$ cat config.mk
export PLATFORM = sky130hd
export DESIGN_NAME = rle_truecolor_bitmap_decoder_top
export DESIGN_NICKNAME = d
export VERILOG_FILES = /design/src/hw/rtl/rlebd_pkg.sv /design/src/hw/rtl/rlebd_front.sv /design/src/hw/rtl/rlebd_back.sv /design/src/hw/rtl/rle_truecolor_bitmap_decoder_top.sv
export SDC_FILE = /design/constraint.sdc
export NUM_CORES = 2
export LEC_CHECK = 0
export ABC_CLOCK_PERIOD_IN_PS = 12700
export BUFFER_PORTS_ARGS = -buffer_cell sky130_fd_sc_hd__buf_2
export CORE_ASPECT_RATIO = 1.25
export CORE_MARGIN = 2
export CORE_UTILIZATION = 40
export DETAILED_ROUTE_END_ITERATION = 8
export SLEW_MARGIN = 10
export SYNTH_ARGS = -nofsm -noshare
export SYNTH_HDL_FRONTEND = slang
export SYNTH_SLANG_ARGS = --single-unit
$ cat constraint.sdc
create_clock -name clk -period 12.7 [get_ports clk]
set_input_delay 3.81 -clock clk [delete_from_list [all_inputs] [get_ports clk]]
set_output_delay 3.81 -clock clk [all_outputs]
set_load 0.05 [all_outputs]
$ cat src/hw/rtl/rlebd_pkg.sv
// Shared types and codes for the truecolor RLE bitmap decoder.
// No dependencies; used by the front queue, the parser back end and the top level.
`timescale 1ns / 1ps

package rlebd_pkg;

    // Number of words the front queue holds between the two halves
    localparam int QUEUE_DEPTH = 4;

    // Config register indexes
    localparam logic [1:0] REG_BPP    = 2'd0;
    localparam logic [1:0] REG_WIDTH  = 2'd1;
    localparam logic [1:0] REG_HEIGHT = 2'd2;

    // Result kinds carried on the master-side tuser
    typedef enum logic [1:0] {
        KIND_FILL = 2'd0,
        KIND_LIT  = 2'd1,
        KIND_END  = 2'd2,
        KIND_ERR  = 2'd3
    } kind_t;

    // Byte class decided at the front, used as count test and escape decode
    typedef enum logic [1:0] {
        BC_ZERO = 2'd0,
        BC_ONE  = 2'd1,
        BC_TWO  = 2'd2,
        BC_MANY = 2'd3
    } byte_class_t;

    // One queued stream word
    typedef struct packed {
        logic [7:0]  data;
        logic        start;
        byte_class_t cls;
    } item_t;

endpackage

$ cat src/hw/rtl/rlebd_front.sv
// Front end: accepts stream words, classifies the byte and queues it.
// Depends on rlebd_pkg.
`timescale 1ns / 1ps

module rlebd_front
(
    input  logic            clk,
    input  logic            rst_n,
    input  logic            in_valid,
    output logic            in_ready,
    input  logic [7:0]      in_data,
    input  logic            in_start,
    output logic            item_valid,
    output rlebd_pkg::item_t item,
    input  logic            item_pop
);

    localparam int PW = $clog2(rlebd_pkg::QUEUE_DEPTH);
    localparam int CW = $clog2(rlebd_pkg::QUEUE_DEPTH + 1);

    rlebd_pkg::item_t  queue_reg [rlebd_pkg::QUEUE_DEPTH];
    logic [PW-1:0]     wr_ptr_reg;
    logic [PW-1:0]     rd_ptr_reg;
    logic [CW-1:0]     count_reg;
    logic              push;
    rlebd_pkg::item_t  new_item;

    assign in_ready   = count_reg != CW'(rlebd_pkg::QUEUE_DEPTH);
    assign push       = in_valid && in_ready;
    assign item_valid = count_reg != '0;
    assign item       = queue_reg[rd_ptr_reg];

    // Classify the byte for the parser
    always_comb
    begin
        new_item.data  = in_data;
        new_item.start = in_start;
        unique case (in_data)
            8'd0:    new_item.cls = rlebd_pkg::BC_ZERO;
            8'd1:    new_item.cls = rlebd_pkg::BC_ONE;
            8'd2:    new_item.cls = rlebd_pkg::BC_TWO;
            default: new_item.cls = rlebd_pkg::BC_MANY;
        endcase
    end

    // Store on push
    always_ff @(posedge clk)
    begin
        if (push)
        begin
            queue_reg[wr_ptr_reg] <= new_item;
        end
    end

    // Advance pointers and fill count
    always_ff @(posedge clk or negedge rst_n)
    begin
        if (!rst_n)
        begin
            wr_ptr_reg <= '0;
            rd_ptr_reg <= '0;
            count_reg  <= '0;
        end
        else
        begin
            if (push)
            begin
                wr_ptr_reg <= wr_ptr_reg + PW'(1);
            end
            if (item_pop)
            begin
                rd_ptr_reg <= rd_ptr_reg + PW'(1);
            end
            if (push && !item_pop)
            begin
                count_reg <= count_reg + CW'(1);
            end
            else if (!push && item_pop)
            begin
                count_reg <= count_reg - CW'(1);
            end
        end
    end

`ifndef ASSERT_OFF
    a_count_bound: assert property (@(posedge clk) disable iff (!rst_n)
        count_reg <= CW'(rlebd_pkg::QUEUE_DEPTH))
        else $error("queue fill count past depth");

    a_pop_nonempty: assert property (@(posedge clk) disable iff (!rst_n)
        item_pop |-> count_reg != '0)
        else $error("queue popped while empty");
`endif

endmodule

$ cat src/hw/rtl/rlebd_back.sv
// Back end: parses queued bytes into frame-write commands with bounds checks.
// Depends on rlebd_pkg; geometry comes registered from the top level.
`timescale 1ns / 1ps

module rlebd_back
#(
    parameter int SW = 15,
    parameter int FW = 27,
    parameter int NW = 27,
    parameter int RST_NLO = 1920
)
(
    input  logic             clk,
    input  logic             rst_n,
    input  logic             bpp4,
    input  logic [SW-1:0]    stride,
    input  logic [FW-1:0]    fsize,
    input  logic             item_valid,
    input  rlebd_pkg::item_t item,
    output logic             item_pop,
    output logic             out_valid,
    input  logic             out_ready,
    output logic [1:0]       out_kind,
    output logic [25:0]      out_offset,
    output logic [31:0]      out_pixel,
    output logic [7:0]       out_run
);

    localparam int XW = ((NW > 8 + SW) ? NW : 8 + SW) + 2;

    typedef enum logic [2:0] {
        PH_COUNT, PH_FILL, PH_ESC, PH_DX, PH_DY, PH_LIT
    } phase_t;

    function automatic logic [9:0] times_bpp(input logic [7:0] v, input logic four);
        logic [9:0] w;
        w = {2'b00, v};
        return four ? (w << 2) : ((w << 1) + w);
    endfunction

    phase_t        phase_reg, phase_next, cur_phase;
    logic [7:0]    count_reg, count_next, cur_count;
    logic [7:0]    dx_reg, dx_next, cur_dx;
    logic [31:0]   acc_reg, acc_next, cur_acc, acc_new;
    logic [1:0]    idx_reg, idx_next, cur_idx;
    logic [NW-1:0] wo_reg, wo_next, cur_wo;
    logic [NW-1:0] nlo_reg, nlo_next, cur_nlo;
    logic          halted_reg, halted_next, cur_halted;
    logic          out_valid_reg;
    logic [1:0]    kind_reg, kind_next;
    logic [25:0]   offset_reg, offset_next;
    logic [31:0]   pixel_reg, pixel_next;
    logic [7:0]    run_reg, run_next;
    logic          emit;
    logic          px_done;
    logic [XW-1:0] fs_x, wo_x, fill_end, esc_end, wo_dx, wo_dy;
    logic [8+SW-1:0] dy_step;

    assign item_pop   = item_valid && (!out_valid_reg || out_ready);
    assign out_valid  = out_valid_reg;
    assign out_kind   = kind_reg;
    assign out_offset = offset_reg;
    assign out_pixel  = pixel_reg;
    assign out_run    = run_reg;

    // Take chunk start as a parser reset ahead of the byte
    always_comb
    begin
        cur_phase  = item.start ? PH_COUNT : phase_reg;
        cur_count  = item.start ? 8'd0 : count_reg;
        cur_dx     = item.start ? 8'd0 : dx_reg;
        cur_acc    = item.start ? 32'd0 : acc_reg;
        cur_idx    = item.start ? 2'd0 : idx_reg;
        cur_wo     = item.start ? '0 : wo_reg;
        cur_nlo    = item.start ? NW'(stride) : nlo_reg;
        cur_halted = item.start ? 1'b0 : halted_reg;
    end

    // Pixel assembly and bounds arithmetic
    always_comb
    begin
        acc_new  = cur_acc | (32'(item.data) << {cur_idx, 3'b000});
        px_done  = bpp4 ? (cur_idx == 2'd3) : (cur_idx == 2'd2);
        fs_x     = XW'(fsize);
        wo_x     = XW'(cur_wo);
        fill_end = wo_x + XW'(times_bpp(cur_count, bpp4));
        esc_end  = wo_x + XW'(times_bpp(item.data, bpp4));
        wo_dx    = wo_x + XW'(times_bpp(cur_dx, bpp4));
        dy_step  = item.data * stride;
        wo_dy    = wo_dx + XW'(dy_step);
    end

    // Parser step
    always_comb
    begin
        phase_next  = cur_phase;
        count_next  = cur_count;
        dx_next     = cur_dx;
        acc_next    = cur_acc;
        idx_next    = cur_idx;
        wo_next     = cur_wo;
        nlo_next    = cur_nlo;
        halted_next = cur_halted;
        emit        = 1'b0;
        kind_next   = rlebd_pkg::KIND_ERR;
        offset_next = 26'd0;
        pixel_next  = 32'd0;
        run_next    = 8'd0;
        if (!cur_halted)
        begin
            unique case (cur_phase)
                PH_COUNT:
                begin
                    acc_next = 32'd0;
                    idx_next = 2'd0;
                    if (item.cls != rlebd_pkg::BC_ZERO)
                    begin
                        count_next = item.data;
                        phase_next = PH_FILL;
                    end
                    else
                    begin
                        phase_next = PH_ESC;
                    end
                end
                PH_FILL:
                begin
                    acc_next = acc_new;
                    idx_next = cur_idx + 2'd1;
                    if (px_done)
                    begin
                        idx_next   = 2'd0;
                        phase_next = PH_COUNT;
                        emit       = 1'b1;
                        if (fill_end >= fs_x)
                        begin
                            halted_next = 1'b1;
                        end
                        else
                        begin
                            kind_next   = rlebd_pkg::KIND_FILL;
                            offset_next = 26'(cur_wo);
                            pixel_next  = acc_new;
                            run_next    = cur_count;
                            wo_next     = NW'(fill_end);
                        end
                    end
                end
                PH_ESC:
                begin
                    case (item.cls)
                        rlebd_pkg::BC_ZERO:
                        begin
                            phase_next = PH_COUNT;
                            if (XW'(cur_nlo) > fs_x)
                            begin
                                emit        = 1'b1;
                                halted_next = 1'b1;
                            end
                            else
                            begin
                                wo_next  = cur_nlo;
                                nlo_next = NW'(XW'(cur_nlo) + XW'(stride));
                            end
                        end
                        rlebd_pkg::BC_ONE:
                        begin
                            phase_next  = PH_COUNT;
                            emit        = 1'b1;
                            halted_next = 1'b1;
                            kind_next   = rlebd_pkg::KIND_END;
                        end
                        rlebd_pkg::BC_TWO:
                        begin
                            phase_next = PH_DX;
                        end
                        default:
                        begin
                            if (esc_end >= fs_x)
                            begin
                                phase_next  = PH_COUNT;
                                emit        = 1'b1;
                                halted_next = 1'b1;
                            end
                            else
                            begin
                                count_next = item.data;
                                acc_next   = 32'd0;
                                idx_next   = 2'd0;
                                phase_next = PH_LIT;
                            end
                        end
                    endcase
                end
                PH_DX:
                begin
                    dx_next    = item.data;
                    phase_next = PH_DY;
                end
                PH_DY:
                begin
                    phase_next = PH_COUNT;
                    if (wo_dx >= fs_x || wo_dy >= fs_x)
                    begin
                        emit        = 1'b1;
                        halted_next = 1'b1;
                    end
                    else
                    begin
                        wo_next  = NW'(wo_dy);
                        nlo_next = NW'(XW'(cur_nlo) + XW'(dy_step));
                    end
                end
                PH_LIT:
                begin
                    acc_next = acc_new;
                    idx_next = cur_idx + 2'd1;
                    if (px_done)
                    begin
                        idx_next    = 2'd0;
                        acc_next    = 32'd0;
                        emit        = 1'b1;
                        kind_next   = rlebd_pkg::KIND_LIT;
                        offset_next = 26'(cur_wo);
                        pixel_next  = acc_new;
                        run_next    = 8'd1;
                        wo_next     = NW'(wo_x + XW'(bpp4 ? 3'd4 : 3'd3));
                        count_next  = cur_count - 8'd1;
                        if (cur_count == 8'd1)
                        begin
                            phase_next = PH_COUNT;
                        end
                    end
                end
                default:
                begin
                    phase_next = PH_COUNT;
                end
            endcase
        end
    end

    // Hold parser state and the output word
    always_ff @(posedge clk or negedge rst_n)
    begin
        if (!rst_n)
        begin
            phase_reg     <= PH_COUNT;
            count_reg     <= 8'd0;
            dx_reg        <= 8'd0;
            acc_reg       <= 32'd0;
            idx_reg       <= 2'd0;
            wo_reg        <= '0;
            nlo_reg       <= NW'(RST_NLO);
            halted_reg    <= 1'b0;
            out_valid_reg <= 1'b0;
            kind_reg      <= 2'd0;
            offset_reg    <= 26'd0;
            pixel_reg     <= 32'd0;
            run_reg       <= 8'd0;
        end
        else
        begin
            if (item_pop)
            begin
                phase_reg  <= phase_next;
                count_reg  <= count_next;
                dx_reg     <= dx_next;
                acc_reg    <= acc_next;
                idx_reg    <= idx_next;
                wo_reg     <= wo_next;
                nlo_reg    <= nlo_next;
                halted_reg <= halted_next;
            end
            // Load a new word, or drop the old one once taken
            if (item_pop && emit)
            begin
                out_valid_reg <= 1'b1;
                kind_reg      <= kind_next;
                offset_reg    <= offset_next;
                pixel_reg     <= pixel_next;
                run_reg       <= run_next;
            end
            else if (out_ready)
            begin
                out_valid_reg <= 1'b0;
            end
        end
    end

`ifndef ASSERT_OFF
    a_stop_halts: assert property (@(posedge clk) disable iff (!rst_n)
        (item_pop && emit && (kind_next == rlebd_pkg::KIND_END ||
                              kind_next == rlebd_pkg::KIND_ERR)) |=> halted_reg)
        else $error("end or error did not halt the parser");

    a_lit_count: assert property (@(posedge clk) disable iff (!rst_n)
        (phase_reg == PH_LIT) |-> count_reg != 8'd0)
        else $error("literal phase with zero pixels left");
`endif

endmodule

$ cat src/hw/rtl/rle_truecolor_bitmap_decoder_top.sv
// Top level of the truecolor RLE bitmap decoder: config registers, frame geometry,
// front queue and parser back end. Depends on rlebd_pkg, rlebd_front, rlebd_back.
`timescale 1ns / 1ps

// Decodes an inflated 24/32-bit bitmap RLE stream into frame-write commands.
// One byte enters per cycle while the queue has room, and at most one command
// leaves per byte; the parser takes one byte per clock while the output is not
// stalled, and an input word passes through the queue and the output register on
// its way to the output. A four-word queue separates input acceptance from the
// parser, and the parser holds while a command waits untaken in the output
// register. Line stride and frame size are registered from the config registers
// and settle in the cycle after a write. The dy move check (one 8 by stride
// multiply, two adds and a compare) sets the parser's critical path.
module rle_truecolor_bitmap_decoder_top
#(
    parameter int MAX_WIDTH  = 4096,
    parameter int MAX_HEIGHT = 4096
)
(
    input  logic        clk,
    input  logic        rst_n,
    input  logic        s_tvalid,
    output logic        s_tready,
    input  logic [7:0]  s_tdata,   // [7:0] in_byte
    input  logic [0:0]  s_tuser,   // [0] chunk_start
    output logic        m_tvalid,
    input  logic        m_tready,
    output logic [71:0] m_tdata,   // [25:0] byte_offset, [57:26] pixel_value,
                                   // [65:58] run_length, [71:66] zero
    output logic [1:0]  m_tuser,   // [1:0] kind
    input  logic        cfg_we,
    input  logic [1:0]  cfg_index,
    input  logic [12:0] cfg_data
);

    localparam int WW = $clog2(MAX_WIDTH + 1);
    localparam int HW = $clog2(MAX_HEIGHT + 1);
    localparam int SW = $clog2(MAX_WIDTH * 4 + 1);
    localparam int FW = $clog2(MAX_WIDTH * MAX_HEIGHT * 4 + 1);
    localparam int NW = $clog2(MAX_WIDTH * MAX_HEIGHT * 4 + MAX_WIDTH * 4 + 1);
    localparam int RST_W = (640 > MAX_WIDTH) ? MAX_WIDTH : 640;
    localparam int RST_H = (480 > MAX_HEIGHT) ? MAX_HEIGHT : 480;
    localparam int RST_STRIDE = RST_W * 3;
    localparam int RST_FSIZE  = RST_STRIDE * RST_H;

    logic [2:0]    bpp_reg;
    logic [12:0]   width_reg;
    logic [12:0]   height_reg;
    logic          bpp4_reg;
    logic [WW-1:0] ew;
    logic [HW-1:0] eh;
    logic [SW-1:0] stride_reg, stride_next;
    logic [FW-1:0] fsize_reg;

    logic             item_valid;
    logic             item_pop;
    rlebd_pkg::item_t item;
    logic [1:0]       kind;
    logic [25:0]      offset;
    logic [31:0]      pixel;
    logic [7:0]       run;

    // Write config registers
    always_ff @(posedge clk or negedge rst_n)
    begin
        if (!rst_n)
        begin
            bpp_reg    <= 3'd3;
            width_reg  <= 13'd640;
            height_reg <= 13'd480;
        end
        else if (cfg_we)
        begin
            unique case (cfg_index)
                rlebd_pkg::REG_BPP:    bpp_reg    <= cfg_data[2:0];
                rlebd_pkg::REG_WIDTH:  width_reg  <= cfg_data;
                rlebd_pkg::REG_HEIGHT: height_reg <= cfg_data;
                default:    ;
            endcase
        end
    end

    // Saturate geometry and form stride
    always_comb
    begin
        ew = (32'(width_reg) > MAX_WIDTH) ? WW'(MAX_WIDTH) : WW'(width_reg);
        eh = (32'(height_reg) > MAX_HEIGHT) ? HW'(MAX_HEIGHT) : HW'(height_reg);
        stride_next = (bpp_reg >= 3'd4) ? (SW'(ew) << 2) : ((SW'(ew) << 1) + SW'(ew));
    end

    // Register stride and frame size together
    always_ff @(posedge clk or negedge rst_n)
    begin
        if (!rst_n)
        begin
            bpp4_reg   <= 1'b0;
            stride_reg <= SW'(RST_STRIDE);
            fsize_reg  <= FW'(RST_FSIZE);
        end
        else
        begin
            bpp4_reg   <= bpp_reg >= 3'd4;
            stride_reg <= stride_next;
            fsize_reg  <= FW'(stride_next) * FW'(eh);
        end
    end

    rlebd_front u_front
    (
        .clk        (clk),
        .rst_n      (rst_n),
        .in_valid   (s_tvalid),
        .in_ready   (s_tready),
        .in_data    (s_tdata),
        .in_start   (s_tuser[0]),
        .item_valid (item_valid),
        .item       (item),
        .item_pop   (item_pop)
    );

    rlebd_back #(.SW(SW), .FW(FW), .NW(NW), .RST_NLO(RST_STRIDE)) u_back
    (
        .clk        (clk),
        .rst_n      (rst_n),
        .bpp4       (bpp4_reg),
        .stride     (stride_reg),
        .fsize      (fsize_reg),
        .item_valid (item_valid),
        .item       (item),
        .item_pop   (item_pop),
        .out_valid  (m_tvalid),
        .out_ready  (m_tready),
        .out_kind   (kind),
        .out_offset (offset),
        .out_pixel  (pixel),
        .out_run    (run)
    );

    assign m_tuser = kind;
    assign m_tdata = {6'd0, run, pixel, offset};

endmodule

==> run summary <==
For the H-tree depth, the log shows 2. For the worst-case clock skew, the log shows 29.4 ps. The run gives 0 as the final max-slew violation count. In the final routing, the length of wire on met1 measures 46000 um. Entering global routing, the biggest net connects 143 pins. The run gives 11660 ps as the worst path arrival time. The minimum clock period was 11150 ps. The total number of nets in the final design is 4466, and the largest fanout of any net on the critical path is 38.

From left edge to right edge, the die measures 264 um. Detailed routing placed a total of 57300 um of wire on met2. The worst-case headroom to the max-slew limit was 0.225; the number of flip-flops in the largest register was 44. The number of iterations in the first detailed-routing pass is 7. Setup repair after global routing left no endpoint under its margin. The combined buffer and inverter count along the critical path came out at 4.

The count of hold-fix buffers inserted at cts is 0. The top achievable clock speed is 89.7 MHz, and the remaining routing DRC violations is 0. The path class of the lowest-slack min-delay path is flop to flop. The tools report the sequential area share after synthesis as 0.227.

The most common cell after layout, fill and taps aside is sky130_fd_sc_hd__ha_1. At the worst endpoint, the required time is 13200 ps. Once detail routing completed, the nets flagged for antenna violations numbered 0. The final route contains 29.2k vias.

Summed over all failing endpoints, the final setup total negative slack is 0 ps. The tools report the count of non-filler cells in the finished layout as 4931. The maximum clock path buffer count is 3.

Library cell appearing most often on the critical path: sky130_fd_sc_hd__fa_1. The first global-routing pass estimated 182000 um of wire. After detailed routing, the number of vias per cell comes to 5.92. Post-synthesis cell type with the largest combined area: sky130_fd_sc_hd__dfrtp_1.

Area enclosed by the die boundary: 87100 um2. For this run the aggregate overflow at the end of global routing stands at 0. In the layout the commonest cells are 396 x sky130_fd_sc_hd__ha_1, 373 x sky130_fd_sc_hd__inv_1, 368 x sky130_fd_sc_hd__nand2_1.

The clock-pin slew on the worst setup and hold paths was 60 ps. The run gives 84100 um2 as the area inside the core boundary. Ranked by total cell area, the synthesized netlist is headed by sky130_fd_sc_hd__dfrtp_1 17%, sky130_fd_sc_hd__ha_1 15%, sky130_fd_sc_hd__fa_1 14%, sky130_fd_sc_hd__inv_1 4.1%, sky130_fd_sc_hd__nand2_1 4.1%. Count of fill cells added during filler insertion: 8244. The largest single stage delay on the critical path is 780 ps. The run gives 0.403 as the initial core utilization. The number of endpoints with negative hold slack in the final report is 0.

TritonCTS built the clock tree. After detailed routing, the average wire length per cell comes to 24.3 um. Measured along the y axis, the die boundary spans 329 um. The run finished with clean final reports. For the sum of net half-perimeters after detailed placement, the log shows 92700 um. In the synthesized netlist, the number of instances is 3784. The tools report the combined global-route utilization of all metal layers as 0.275. The tools report the placed cell count as 4857. The run gives 29.8k as the via count of the first global-routing pass. The fraction of layout cells with a size suffix above 1 works out to 0.0789.

The number of flops mapped to enable cells by yosys is 44. The kind of cell adding the most delay to the critical path is compound AO/OA/AOI/OAI gates. Yosys printed 0 warnings. The worst setup path category was flop to flop. Setup-violating endpoint count in the final report: 0.

The fraction of synthesis flops using an asynchronous set or reset pin was 0.852; the number of cells upsized or downsized after cts was 0. The number of top-level pins is 105. The area share of the largest cell type after synthesis was 0.174; the actual slew at the worst max-slew pin was 1160 ps. The number of buffer cells added on primary ports came out at 98. The synthesis-to-finish area growth is 8.76%, and the placer congestion estimate is 1.04.

After the first detailed-routing iteration, the DRC count stood at 2476. For this design, the sink count on the clock tree is 298. Across the run, the number of max-cap violations was 0. The tools report the critical path endpoint category as a flop. Among all flip-flop cells after synthesis, the most frequent one is sky130_fd_sc_hd__dfrtp_1. The critical path's slowest cell is sky130_fd_sc_hd__dfrtp_1. The portion of the clock cycle consumed by the worst path in the final layout came out at 0.878. The cell chosen for the clock root was sky130_fd_sc_hd__clkbuf_16.

The number of antenna violations at the first check in global routing was 3. The run gives 33900 um2 as the area of the mapped netlist. The total of flip-flops plus latches after synthesis was 298; the number of distinct library cell variants in the gate-level netlist after synthesis was 90. The final layout contains routed wiring with a total length of 120000 um. After synthesis, the mean cell area works out to 8.95 um2.

After floorplanning, the core was divided into 119 placement rows. The number of clock buffers inserted by TritonCTS is 39. For the met3 routed wirelength, the log shows 7440 um.

The post-CTS setup buffer count came out at 0. The critical path launch point type is a flop. The uppermost metal layer occupied by signal nets was met5.

The clock reaches the later pin of the worst-skew pair after 590 ps.
-- layer usage --
layer	global-route usage	vias to the layer above
met4	0.177	2
met1	0.318	14300
met5	0	-
li1	-	13300
met3	0.0396	418
met2	0.477	1246
-- synth_stat cells (all sizes together), types with 14 or more instances --
cell type / n
or3: 19
nor3: 47
and2: 137
a221oi: 26
xnor2: 136
dfrtp: 236
mux2i: 16
nand3: 58
a31oi: 25
edfxtp: 44
nand4: 43
nand2b: 38
nor2: 240
a221o: 15
buf: 50
o22ai: 14
fa: 232
xor2: 74
mux2: 37
ha: 396
nor4: 22
a211oi: 27
a22o: 127
and3: 27
nor2b: 74
dfstp: 18
inv: 374
o21a: 29
clkbuf: 115
nand2: 368
a21oi: 209
a21o: 95
o211ai: 22
o21ai: 175
o21bai: 28
-- worst paths after layout --
check	from	end	slack [ps]	cells after the start
setup / recovery	u_front.rd_ptr_reg[1]	u_back.out_offset[2]	1550	34
hold / removal	u_back.out_run[6]	u_back.out_run[6]	470	1
setup reg to reg	u_front.rd_ptr_reg[1]	u_back.out_offset[2]	1550	34
hold reg to reg	u_back.out_run[6]	u_back.out_run[6]	470	1
max in group asynchronous	rst_n	u_back.out_valid	8080	2
min in group asynchronous	rst_n	u_back.acc_reg[17]	3240	1
-- per-stage QoR --
stage	util	hold slack [ps]	worst slack, ps	area (um2)
global placement	0.422	457	1730	35500
global route	0.438	482	834	36800
floorplan	-	450	2900	33900
detailed placement	0.422	461	1630	35500
finish	0.438	471	1550	36800
CTS	0.438	473	1550	36800
-- kinds of logic after synthesis --
| group | Yosys count | share of synthesized area |
|---|---|---|
| adder cells (fa/ha/maj) | 628 | 0.283 |
| buffers and inverters | 544 | 0.0629 |
| flip-flops | 298 | 0.227 |
| XOR/XNOR | 210 | 0.0543 |
| AND/OR/NAND/NOR | 1122 | 0.162 |
| AO/OA/AOI/OAI | 917 | 0.186 |
| other | 1 | 0.000111 |
| multiplexers | 64 | 0.0243 |
-- area by class of cell --
cell class,instances,area (um2),area share
Multi-Input combinational cell,2947,24100,0.654
Antenna cell,2,5.00,0.000136
Clock inverter,23,347,0.00941
Clock buffer,49,1030,0.0280
Sequential cell,298,7700,0.209
Timing Repair Buffer,144,871,0.0236
Tap cell,1089,1360,0.0370
Inverter,379,1420,0.0386
Power is not shown: default switching activity piles up to over one toggle a cycle in this logic, so the estimate is an artifact.
